File: src/hw/rtl/assert_macros.svh
// Assertion macros shared by the RTL of the I2C byte write core.
// No dependencies; simulation builds see the checks, synthesis sees empty bodies.
`ifndef ASSERT_MACROS_SVH
`define ASSERT_MACROS_SVH

`ifndef SYNTHESIS

// Checked only while reset is released.
`define ASSERT_RST(label, clk, rst_n, prop) \
    label: assert property (@(posedge clk) disable iff (!rst_n) prop) \
        else $error("assertion failed");

// Checked at every clock edge, reset included.
`define ASSERT_ALWAYS(label, clk, prop) \
    label: assert property (@(posedge clk) prop) \
        else $error("assertion failed");

`else

`define ASSERT_RST(label, clk, rst_n, prop)
`define ASSERT_ALWAYS(label, clk, prop)

`endif

`endif

File: src/hw/rtl/i2cmbw_pkg.sv
// Shared types and constants of the I2C byte write core.
// No dependencies; the interfaces, sequencer, result stage and core refer to it by scoped names.
`timescale 1ns / 1ps

package i2cmbw_pkg;

    localparam int unsigned HALF_W = 16;
    localparam logic [HALF_W-1:0] HALF_PERIOD_RESET = 16'd5;

    // One result per timebase tick: line drives and status.
    typedef struct packed {
        logic scl_drive_low;
        logic sda_drive_low;
        logic busy_res;
        logic done_res;
        logic addr_acked;
    } t_result;

endpackage

File: src/hw/rtl/i2cmbw_if.sv
// Channel interfaces of the I2C byte write core: tick input, result output, config write.
// Depends on i2cmbw_pkg for the configuration width.
`timescale 1ns / 1ps

interface i2cmbw_in_if;
    logic       valid;
    logic       ready;
    logic       cmd;
    logic [6:0] dev_addr;
    logic [7:0] data_byte;
    logic       sda_in;

    modport source (output valid, cmd, dev_addr, data_byte, sda_in, input ready);
    modport sink   (input valid, cmd, dev_addr, data_byte, sda_in, output ready);
endinterface

interface i2cmbw_out_if;
    logic valid;
    logic ready;
    logic scl_drive_low;
    logic sda_drive_low;
    logic busy_res;
    logic done_res;
    logic addr_acked;

    modport source (output valid, scl_drive_low, sda_drive_low, busy_res, done_res,
                    addr_acked, input ready);
    modport sink   (input valid, scl_drive_low, sda_drive_low, busy_res, done_res,
                    addr_acked, output ready);
endinterface

interface i2cmbw_cfg_if;
    logic                            valid;
    logic                            ready;
    logic [i2cmbw_pkg::HALF_W-1:0]   data;

    modport source (output valid, data, input ready);
    modport sink   (input valid, data, output ready);
endinterface

File: src/hw/rtl/i2cmbw_fsm.sv
// Bus sequencer of the I2C byte write core: phase, bit counter, shifter, wait counter.
// Depends on i2cmbw_pkg and assert_macros.svh.
`timescale 1ns / 1ps
`include "assert_macros.svh"

module i2cmbw_fsm (
    input  logic                          i_clk,
    input  logic                          i_rst_n,
    input  logic                          i_cfg_valid,
    input  logic [i2cmbw_pkg::HALF_W-1:0] i_cfg_data,
    input  logic                          i_step,
    input  logic                          i_cmd,
    input  logic [6:0]                    i_dev_addr,
    input  logic [7:0]                    i_data_byte,
    input  logic                          i_sda_in,
    output i2cmbw_pkg::t_result           o_res
);

    typedef enum logic [3:0] {
        PH_IDLE     = 4'd0,
        PH_START    = 4'd1,
        PH_BIT_LOW  = 4'd2,
        PH_BIT_HIGH = 4'd3,
        PH_ACK_LOW  = 4'd4,
        PH_ACK_HIGH = 4'd5,
        PH_STOP_LOW = 4'd6,
        PH_STOP_SCL = 4'd7,
        PH_STOP_SDA = 4'd8
    } t_phase;

    t_phase                          r_phase, n_phase;
    logic [3:0]                      r_bit, n_bit;
    logic [7:0]                      r_shift, n_shift;
    logic [7:0]                      r_pending, n_pending;
    logic [i2cmbw_pkg::HALF_W-1:0]   r_wait, n_wait;
    logic [i2cmbw_pkg::HALF_W-1:0]   r_half;
    logic                            r_ack, n_ack;
    logic                            r_sending, n_sending;
    logic                            r_scl, n_scl;
    logic                            r_sda, n_sda;
    logic                            n_done;

    always_comb begin
        n_phase   = r_phase;
        n_bit     = r_bit;
        n_shift   = r_shift;
        n_pending = r_pending;
        n_wait    = r_wait;
        n_ack     = r_ack;
        n_sending = r_sending;
        n_scl     = r_scl;
        n_sda     = r_sda;
        n_done    = 1'b0;
        if (i_step) begin
            if (r_phase == PH_IDLE) begin
                if (i_cmd) begin
                    n_shift   = {i_dev_addr, 1'b0};
                    n_pending = i_data_byte;
                    n_ack     = 1'b0;
                    n_sending = 1'b0;
                    n_bit     = 4'd0;
                    n_phase   = PH_START;
                    n_scl     = 1'b0;
                    n_sda     = 1'b1;
                    n_wait    = r_half;
                end
            end else if (r_wait > 16'd1) begin
                n_wait = r_wait - 16'd1;
            end else begin
                // A step length of zero or one advances on the first tick.
                n_wait = r_half;
                unique case (r_phase)
                    PH_START: begin
                        n_bit   = 4'd0;
                        n_phase = PH_BIT_LOW;
                        n_scl   = 1'b1;
                        n_sda   = ~r_shift[7];
                    end
                    PH_BIT_LOW: begin
                        n_phase = PH_BIT_HIGH;
                        n_scl   = 1'b0;
                    end
                    PH_BIT_HIGH: begin
                        n_bit   = r_bit + 4'd1;
                        n_shift = {r_shift[6:0], 1'b0};
                        n_scl   = 1'b1;
                        if (n_bit < 4'd8) begin
                            n_phase = PH_BIT_LOW;
                            n_sda   = ~n_shift[7];
                        end else begin
                            n_phase = PH_ACK_LOW;
                            n_sda   = 1'b0;
                        end
                    end
                    PH_ACK_LOW: begin
                        n_phase = PH_ACK_HIGH;
                        n_scl   = 1'b0;
                        n_sda   = 1'b0;
                    end
                    PH_ACK_HIGH: begin
                        // Only an acknowledged address leads on to the data byte.
                        if (!r_sending && !i_sda_in) begin
                            n_ack     = 1'b1;
                            n_sending = 1'b1;
                            n_shift   = r_pending;
                            n_bit     = 4'd0;
                            n_phase   = PH_BIT_LOW;
                            n_scl     = 1'b1;
                            n_sda     = ~r_pending[7];
                        end else begin
                            n_phase = PH_STOP_LOW;
                            n_scl   = 1'b1;
                            n_sda   = 1'b1;
                        end
                    end
                    PH_STOP_LOW: begin
                        n_phase = PH_STOP_SCL;
                        n_scl   = 1'b0;
                        n_sda   = 1'b1;
                    end
                    PH_STOP_SCL: begin
                        n_phase = PH_STOP_SDA;
                        n_scl   = 1'b0;
                        n_sda   = 1'b0;
                    end
                    PH_STOP_SDA: begin
                        n_done    = 1'b1;
                        n_phase   = PH_IDLE;
                        n_scl     = 1'b0;
                        n_sda     = 1'b0;
                        n_wait    = '0;
                        n_sending = 1'b0;
                    end
                    default: begin
                        n_phase   = PH_IDLE;
                        n_scl     = 1'b0;
                        n_sda     = 1'b0;
                        n_wait    = '0;
                        n_sending = 1'b0;
                    end
                endcase
            end
        end
    end

    always_ff @(posedge i_clk) begin
        if (!i_rst_n) begin
            r_phase   <= PH_IDLE;
            r_bit     <= 4'd0;
            r_shift   <= 8'd0;
            r_pending <= 8'd0;
            r_wait    <= '0;
            r_half    <= i2cmbw_pkg::HALF_PERIOD_RESET;
            r_ack     <= 1'b0;
            r_sending <= 1'b0;
            r_scl     <= 1'b0;
            r_sda     <= 1'b0;
        end else begin
            r_phase   <= n_phase;
            r_bit     <= n_bit;
            r_shift   <= n_shift;
            r_pending <= n_pending;
            r_wait    <= n_wait;
            r_ack     <= n_ack;
            r_sending <= n_sending;
            r_scl     <= n_scl;
            r_sda     <= n_sda;
            if (i_cfg_valid) begin
                r_half <= i_cfg_data;
            end
        end
    end

    // The result shows the state after the tick.
    assign o_res.scl_drive_low = n_scl;
    assign o_res.sda_drive_low = n_sda;
    assign o_res.busy_res      = (n_phase != PH_IDLE);
    assign o_res.done_res      = n_done;
    assign o_res.addr_acked    = n_ack;

    `ASSERT_RST(a_bit_range, i_clk, i_rst_n, r_bit <= 4'd8)
    `ASSERT_RST(a_sending_acked, i_clk, i_rst_n, r_sending |-> r_ack)
    `ASSERT_RST(a_idle_released, i_clk, i_rst_n,
        (r_phase == PH_IDLE) |-> (!r_scl && !r_sda && r_wait == '0))
    `ASSERT_RST(a_request_starts, i_clk, i_rst_n,
        (i_step && i_cmd && r_phase == PH_IDLE) |=> (r_phase == PH_START && !r_ack))

endmodule

File: src/hw/rtl/i2cmbw_out_stage.sv
// Result register of the I2C byte write core, with the ready logic that parts the channels.
// Depends on i2cmbw_pkg.
`timescale 1ns / 1ps

module i2cmbw_out_stage (
    input  logic                i_clk,
    input  logic                i_rst_n,
    input  logic                i_load,
    input  i2cmbw_pkg::t_result i_res,
    input  logic                i_out_ready,
    output logic                o_in_ready,
    output logic                o_valid,
    output i2cmbw_pkg::t_result o_res
);

    logic                r_valid;
    i2cmbw_pkg::t_result r_res;

    // A new tick is taken when the register is empty or the held result leaves in the same cycle.
    assign o_in_ready = !r_valid || i_out_ready;

    always_ff @(posedge i_clk) begin
        if (!i_rst_n) begin
            r_valid <= 1'b0;
        end else if (i_load) begin
            r_valid <= 1'b1;
        end else if (i_out_ready) begin
            r_valid <= 1'b0;
        end
    end

    always_ff @(posedge i_clk) begin
        if (i_load) begin
            r_res <= i_res;
        end
    end

    assign o_valid = r_valid;
    assign o_res   = r_res;

endmodule

File: src/hw/rtl/i2c_master_byte_write_core.sv
// I2C master for one single-byte write. Each input transaction is one timebase tick and
// yields exactly one result, which the result register holds; a tick is taken
// in every cycle in which that register is empty or is being read, so the core runs at
// one tick per clock. A request (cmd 1) while idle sends start, address with R/W 0, ack,
// the data byte only if the address was acknowledged, and stop; each line step lasts
// half_period_ticks ticks (0 acts as 1). Configuration writes are always accepted.
// Depends on i2cmbw_pkg, i2cmbw_if, i2cmbw_fsm and i2cmbw_out_stage.
`timescale 1ns / 1ps

module i2c_master_byte_write_core (
    input  logic          i_clk,
    input  logic          i_rst_n,
    i2cmbw_in_if.sink     i_in,
    i2cmbw_out_if.source  o_out,
    i2cmbw_cfg_if.sink    i_cfg
);

    logic                in_ready;
    logic                step;
    i2cmbw_pkg::t_result res_next;
    i2cmbw_pkg::t_result res_held;

    assign i_cfg.ready = 1'b1;
    assign i_in.ready  = in_ready;
    assign step        = i_in.valid && in_ready;

    i2cmbw_fsm u_fsm (
        .i_clk       (i_clk),
        .i_rst_n     (i_rst_n),
        .i_cfg_valid (i_cfg.valid),
        .i_cfg_data  (i_cfg.data),
        .i_step      (step),
        .i_cmd       (i_in.cmd),
        .i_dev_addr  (i_in.dev_addr),
        .i_data_byte (i_in.data_byte),
        .i_sda_in    (i_in.sda_in),
        .o_res       (res_next)
    );

    i2cmbw_out_stage u_out (
        .i_clk       (i_clk),
        .i_rst_n     (i_rst_n),
        .i_load      (step),
        .i_res       (res_next),
        .i_out_ready (o_out.ready),
        .o_in_ready  (in_ready),
        .o_valid     (o_out.valid),
        .o_res       (res_held)
    );

    assign o_out.scl_drive_low = res_held.scl_drive_low;
    assign o_out.sda_drive_low = res_held.sda_drive_low;
    assign o_out.busy_res      = res_held.busy_res;
    assign o_out.done_res      = res_held.done_res;
    assign o_out.addr_acked    = res_held.addr_acked;

endmodule

File: src/flat_wrapper.sv
// flat-port wrapper written by rule: the top's interface ports become plain ports
module i2c_master_byte_write_core_flat 
  (i_clk, i_rst_n, i_in_valid, i_in_cmd, i_in_dev_addr, i_in_data_byte, i_in_sda_in, i_in_ready, o_out_valid, o_out_scl_drive_low, o_out_sda_drive_low, o_out_busy_res, o_out_done_res, o_out_addr_acked, o_out_ready, i_cfg_valid, i_cfg_data, i_cfg_ready);
  i2cmbw_in_if i_in_i ();
  i2cmbw_out_if o_out_i ();
  i2cmbw_cfg_if i_cfg_i ();
  input  logic i_clk;
  input  logic i_rst_n;
  input wire logic [$bits(i_in_i.valid)-1:0] i_in_valid;
  input wire logic [$bits(i_in_i.cmd)-1:0] i_in_cmd;
  input wire logic [$bits(i_in_i.dev_addr)-1:0] i_in_dev_addr;
  input wire logic [$bits(i_in_i.data_byte)-1:0] i_in_data_byte;
  input wire logic [$bits(i_in_i.sda_in)-1:0] i_in_sda_in;
  output wire logic [$bits(i_in_i.ready)-1:0] i_in_ready;
  output wire logic [$bits(o_out_i.valid)-1:0] o_out_valid;
  output wire logic [$bits(o_out_i.scl_drive_low)-1:0] o_out_scl_drive_low;
  output wire logic [$bits(o_out_i.sda_drive_low)-1:0] o_out_sda_drive_low;
  output wire logic [$bits(o_out_i.busy_res)-1:0] o_out_busy_res;
  output wire logic [$bits(o_out_i.done_res)-1:0] o_out_done_res;
  output wire logic [$bits(o_out_i.addr_acked)-1:0] o_out_addr_acked;
  input wire logic [$bits(o_out_i.ready)-1:0] o_out_ready;
  input wire logic [$bits(i_cfg_i.valid)-1:0] i_cfg_valid;
  input wire logic [$bits(i_cfg_i.data)-1:0] i_cfg_data;
  output wire logic [$bits(i_cfg_i.ready)-1:0] i_cfg_ready;
  assign i_in_i.valid = i_in_valid;
  assign i_in_i.cmd = i_in_cmd;
  assign i_in_i.dev_addr = i_in_dev_addr;
  assign i_in_i.data_byte = i_in_data_byte;
  assign i_in_i.sda_in = i_in_sda_in;
  assign i_in_ready = i_in_i.ready;
  assign o_out_valid = o_out_i.valid;
  assign o_out_scl_drive_low = o_out_i.scl_drive_low;
  assign o_out_sda_drive_low = o_out_i.sda_drive_low;
  assign o_out_busy_res = o_out_i.busy_res;
  assign o_out_done_res = o_out_i.done_res;
  assign o_out_addr_acked = o_out_i.addr_acked;
  assign o_out_i.ready = o_out_ready;
  assign i_cfg_i.valid = i_cfg_valid;
  assign i_cfg_i.data = i_cfg_data;
  assign i_cfg_ready = i_cfg_i.ready;
  i2c_master_byte_write_core u_core (.i_clk(i_clk), .i_rst_n(i_rst_n), .i_in(i_in_i), .o_out(o_out_i), .i_cfg(i_cfg_i));
endmodule
File: config.mk
export PLATFORM = sky130hd
export DESIGN_NAME = i2c_master_byte_write_core_flat
export DESIGN_NICKNAME = d
export VERILOG_FILES = /design/src/hw/rtl/i2cmbw_pkg.sv /design/src/hw/rtl/i2cmbw_if.sv /design/src/hw/rtl/i2cmbw_fsm.sv /design/src/hw/rtl/i2cmbw_out_stage.sv /design/src/hw/rtl/i2c_master_byte_write_core.sv /design/src/flat_wrapper.sv
export VERILOG_INCLUDE_DIRS = /design/src /design/src/hw/rtl
export SDC_FILE = /design/constraint.sdc
export NUM_CORES = 1
export LEC_CHECK = 0
export BUFFER_PORTS_ARGS = -buffer_cell sky130_fd_sc_hd__buf_2
export CAP_MARGIN = 0
export CORE_UTILIZATION = 45
export DETAILED_ROUTE_END_ITERATION = 7
export PLACE_DENSITY = 0.65
export SLEW_MARGIN = 20
export SYNTH_ARGS = -nofsm -noshare
export SYNTH_HDL_FRONTEND = slang
export SYNTH_SLANG_ARGS = --single-unit
File: constraint.sdc
create_clock -name i_clk -period 3.15 [get_ports i_clk]
set_input_delay 0.7875 -clock i_clk [delete_from_list [all_inputs] [get_ports i_clk]]
set_output_delay 0.7875 -clock i_clk [all_outputs]
set_load 0.05 [all_outputs]
==> results by group <==
GRT
  – GRT Total Usage: 22.4%
  – Vias in the first global route: 2646
  – Global routing usage on met1: 31.0%
  – Met3 Usage GRT: 3.51%
  – Largest net degree at the start of global routing: 35
  – Grt ovf: 0
  – GRT met2 Usage: 34.4%
  – GR peak layer: met2
  – Global-route wire length before repair: about 13000 um
  – Initial antenna violation count: 0

Clock network
  – Postcts setup bufs: 0
  – TritonCTS clock tree: yes
  – Clk root buf: clkbuf_8
  – Worst-skew pair later-pin latency: ~0.35 ns
  – CTS resizes: 0
  – Max clock buf depth: 2
  – Htree depth: 3
  – CTS buffer count: 9
  – Reg clk slew, reported paths: about 0.08 ns
  – CTS Hold Bufs: 0
  – Clk sinks: 66

Synthesis
  – Synthesis-stage register bit count: 66
  – Post-synth top area share: 37.5%
  – Mapped Nets: 426
  – Avg Cell Area, Syn: 8.46 um2
  – Number of flops mapped to enable cells by yosys: 5
  – Unique masters post-synth: 55
  – Async SR Flop Fraction: 0%
  – Yosys warning count: 0
  – Register area share after synthesis: between 40% and 50%
  – Synth Flop Type: dfxtp_1
  – Netlist Area Pre-Place: 3260 um2
  – Largest cells by area after synthesis: dfxtp_1, mux2i_1, nor2_1
  – Cells after Synth: 385
  – Area leader, netlist: dfxtp_1

Floorplan
  – FP Rows: 30
  – Die height: 87.1 um
  – Ports: between 40 and 50
  – Die width: 87.1 um
  – Initial core utilization: a little under half
  – Die area: 7580 um2
  – Core area: 6910 um2

Critical path
  – Worst Reg-to-Reg Cells: 7
  – R2R setup slack: 0.72 ns
  – Setup crit end kind: flop
  – Critical Path Start Type: flop
  – Worst path required time: 3.38 ns
  – WS Path Type: flop to flop
  – CP Max Fanout: 13
  – Worst Setup SP: u_core.u_fsm.r_wait[0]
  – CP arrival: 2.66 ns
  – FF-to-FF End: u_core.u_fsm.r_wait[4]
  – FF-to-FF Start: u_core.u_fsm.r_wait[0]

Drt
  – DRT iter0 DRCs: between 150 and 200
  – DR WL/cell: 15.1 um
  – Routed WL: around 7900 um
  – DR vias: 2965
  – DRT antenna net count: 0
  – Pre-Repair DR Iteration Count: 7
  – Vias per cell: 5.67
  – DRC viols: 0

Power
  – Power Total: 0.00228 W
  – Worst VDD drop: just under 0.0003 V
  – Pwr Density: 600 nW/um2
  – Leakage: roughly 1.5 nW

Timing
  – Worst Hold Slack: 0.465 ns
  – Final slew viol count: 0
  – Final min period: around 2.4 ns
  – Final hold vios: 0
  – Final setup fails: 0
  – Max Freq: 412 MHz
  – Relative slew slack: 45.3%
  – Worst Tran Pin Value: a little over 0.8 ns
  – Period utilisation layout: between 70% and 80%
  – TNS Setup: 0 ns
  – Unrepaired setup endpoints after global routing: no
  – Skew final: 0.0104 ns

Flow run
  – Max cap viols: 0

Min path
  – Hold path cells: 2
  – Hold endpoint: u_core.u_fsm.r_shift[0]
  – HP Class: flop to flop
  – Hold wc startpoint: u_core.u_fsm.r_shift[0]

Placed design
  – Dpl cell area: 3550 um2
  – Dpl hpwl: roughly 5200 um
  – # placed instances: 507
  – Buffers on Ports: 44
  – Placer congestion estimate: 0.885

Final layout
  – Share of cells above drive strength 1: a little under a fifth
  – Final nets: 463
  – Post-route cell area: 3790 um2
  – Fin cells: 523
  – Number of diodes: 0
  – Area grow syn2layout: 16.5%

Run status
  – Outcome: complete, no violations
[final cells by class]
cell class	instances	area, um2
fill	685	3110
clock inverter	5	83.8
inverter	9	33.8
multi-input combinational	282	1730
clock buffer	11	163
sequential	66	1370
tap	96	120
timing repair buffer	54	295
[state kept, by name, indices dropped and copies added (netlist names)]
name                    flops
u_core.u_fsm.r_half        16
u_core.u_fsm.r_wait        16
u_core.u_fsm.r_pending      8
u_core.u_fsm.r_shift        8
u_core.u_out.o_res          5
u_core.u_fsm.r_bit          4
u_core.u_fsm.r_phase        4
u_core.u_fsm.r_ack          1
u_core.u_fsm.r_scl          1
u_core.u_fsm.r_sda          1
u_core.u_fsm.r_sending      1
u_core.u_out.o_valid        1
[how the worst max path moves through the flow]
stage / to / slack, ns / cells past startpoint
2_1_floorplan: u_core.u_fsm.r_shift[6] / 0.42 / 8
3_3_place_gp: u_core.u_fsm.r_shift[4] / 0.69 / 9
3_5_place_dp: u_core.u_fsm.r_shift[7] / 0.59 / 9
4_1_cts: u_core.u_fsm.r_bit[2] / 0.74 / 6
5_1_grt: u_core.u_fsm.r_bit[2] / 0.54 / 6
6_report: u_core.u_fsm.r_wait[4] / 0.72 / 7
[per-layer routing]
layer	routed length [um]	part of all wire, %	vias up
met5	0	0	-
met1	3870	49	1372
met2	3490	44	104
met4	121	1.5	0
met3	425	5.4	12
li1	-	-	1477
[worst max-delay path, cell delays in order, from the launching register on]
cell and delay [ns]:
dfxtp_1 0.46, inv_1 0.07, ha_1 0.24, o21ai_1 0.42
o21a_1 0.48, nor2_1 0.21, a221oi_1 0.33, nor3_1 0.09
[cells in the mapped netlist (2+ instances only)]
| cell | count |
|---|---|
| a21o_1 | 2 |
| nor4_1 | 4 |
| nand2_1 | 28 |
| a221oi_1 | 5 |
| nor3_1 | 13 |
| o21ai_1 | 3 |
| nand2b_1 | 2 |
| nor3b_1 | 2 |
| a211oi_1 | 5 |
| or3_1 | 2 |
| or2_2 | 2 |
| edfxtp_1 | 5 |
| a211o_1 | 2 |
| nand4_1 | 4 |
| a311oi_1 | 5 |
| and3_1 | 6 |
| o22ai_1 | 3 |
| nand3b_1 | 3 |
| buf_2 | 6 |
| a21oi_1 | 18 |
| nor2_1 | 59 |
| nand3_1 | 8 |
| a31oi_1 | 10 |
| clkbuf_1 | 19 |
| dfxtp_1 | 61 |
| o21ai_0 | 27 |
| or4_1 | 4 |
| o211ai_1 | 7 |
| mux2i_1 | 26 |
| inv_1 | 8 |
| ha_1 | 3 |
| and2_1 | 6 |
| a22oi_1 | 5 |
[layout by cell type (no fill, tap or decap), types with 13 or more instances in the layout]
cell type,Yosys,layout
a21oi_1,18,18
buf_2,6,44
dfxtp_1,61,61
mux2i_1,26,26
nand2_1,28,28
nor2_1,59,59
nor3_1,13,13
o21ai_0,27,26
[cells by family (layout without fill, tap and decap cells)]
kind of cell,Yosys count,after routing,synth area share [%]
DFF,66,66,42.1
muxes,26,26,7.99
xor gates and xnor gates,2,2,0.538
AOI/OAI and AO/OA,102,102,20.9
other,1,1,0.115
and+or+nand+nor,148,148,22.3
adders and majority gates,3,3,1.15
buffers and inverters,37,79,4.84
[power by group]
group          total (W)  switching, W  internal [W]  leakage (nW)
combinational   0.000462      0.000289      0.000173         0.840
clock           0.000861      0.000344      0.000516         0.117
sequential      0.000953     0.0000524      0.000901         0.549
total            0.00228      0.000685       0.00159          1.51
[per-stage QoR]
stage / utilization, % / worst slack [ns]
floorplan: - / 0.421
global placement: 51.4 / 0.692
detailed placement: 51.4 / 0.589
CTS: 54.9 / 0.742
global route: 54.9 / 0.539
finish: 54.9 / 0.722
Note: power is estimated with default switching activity, not from simulation.
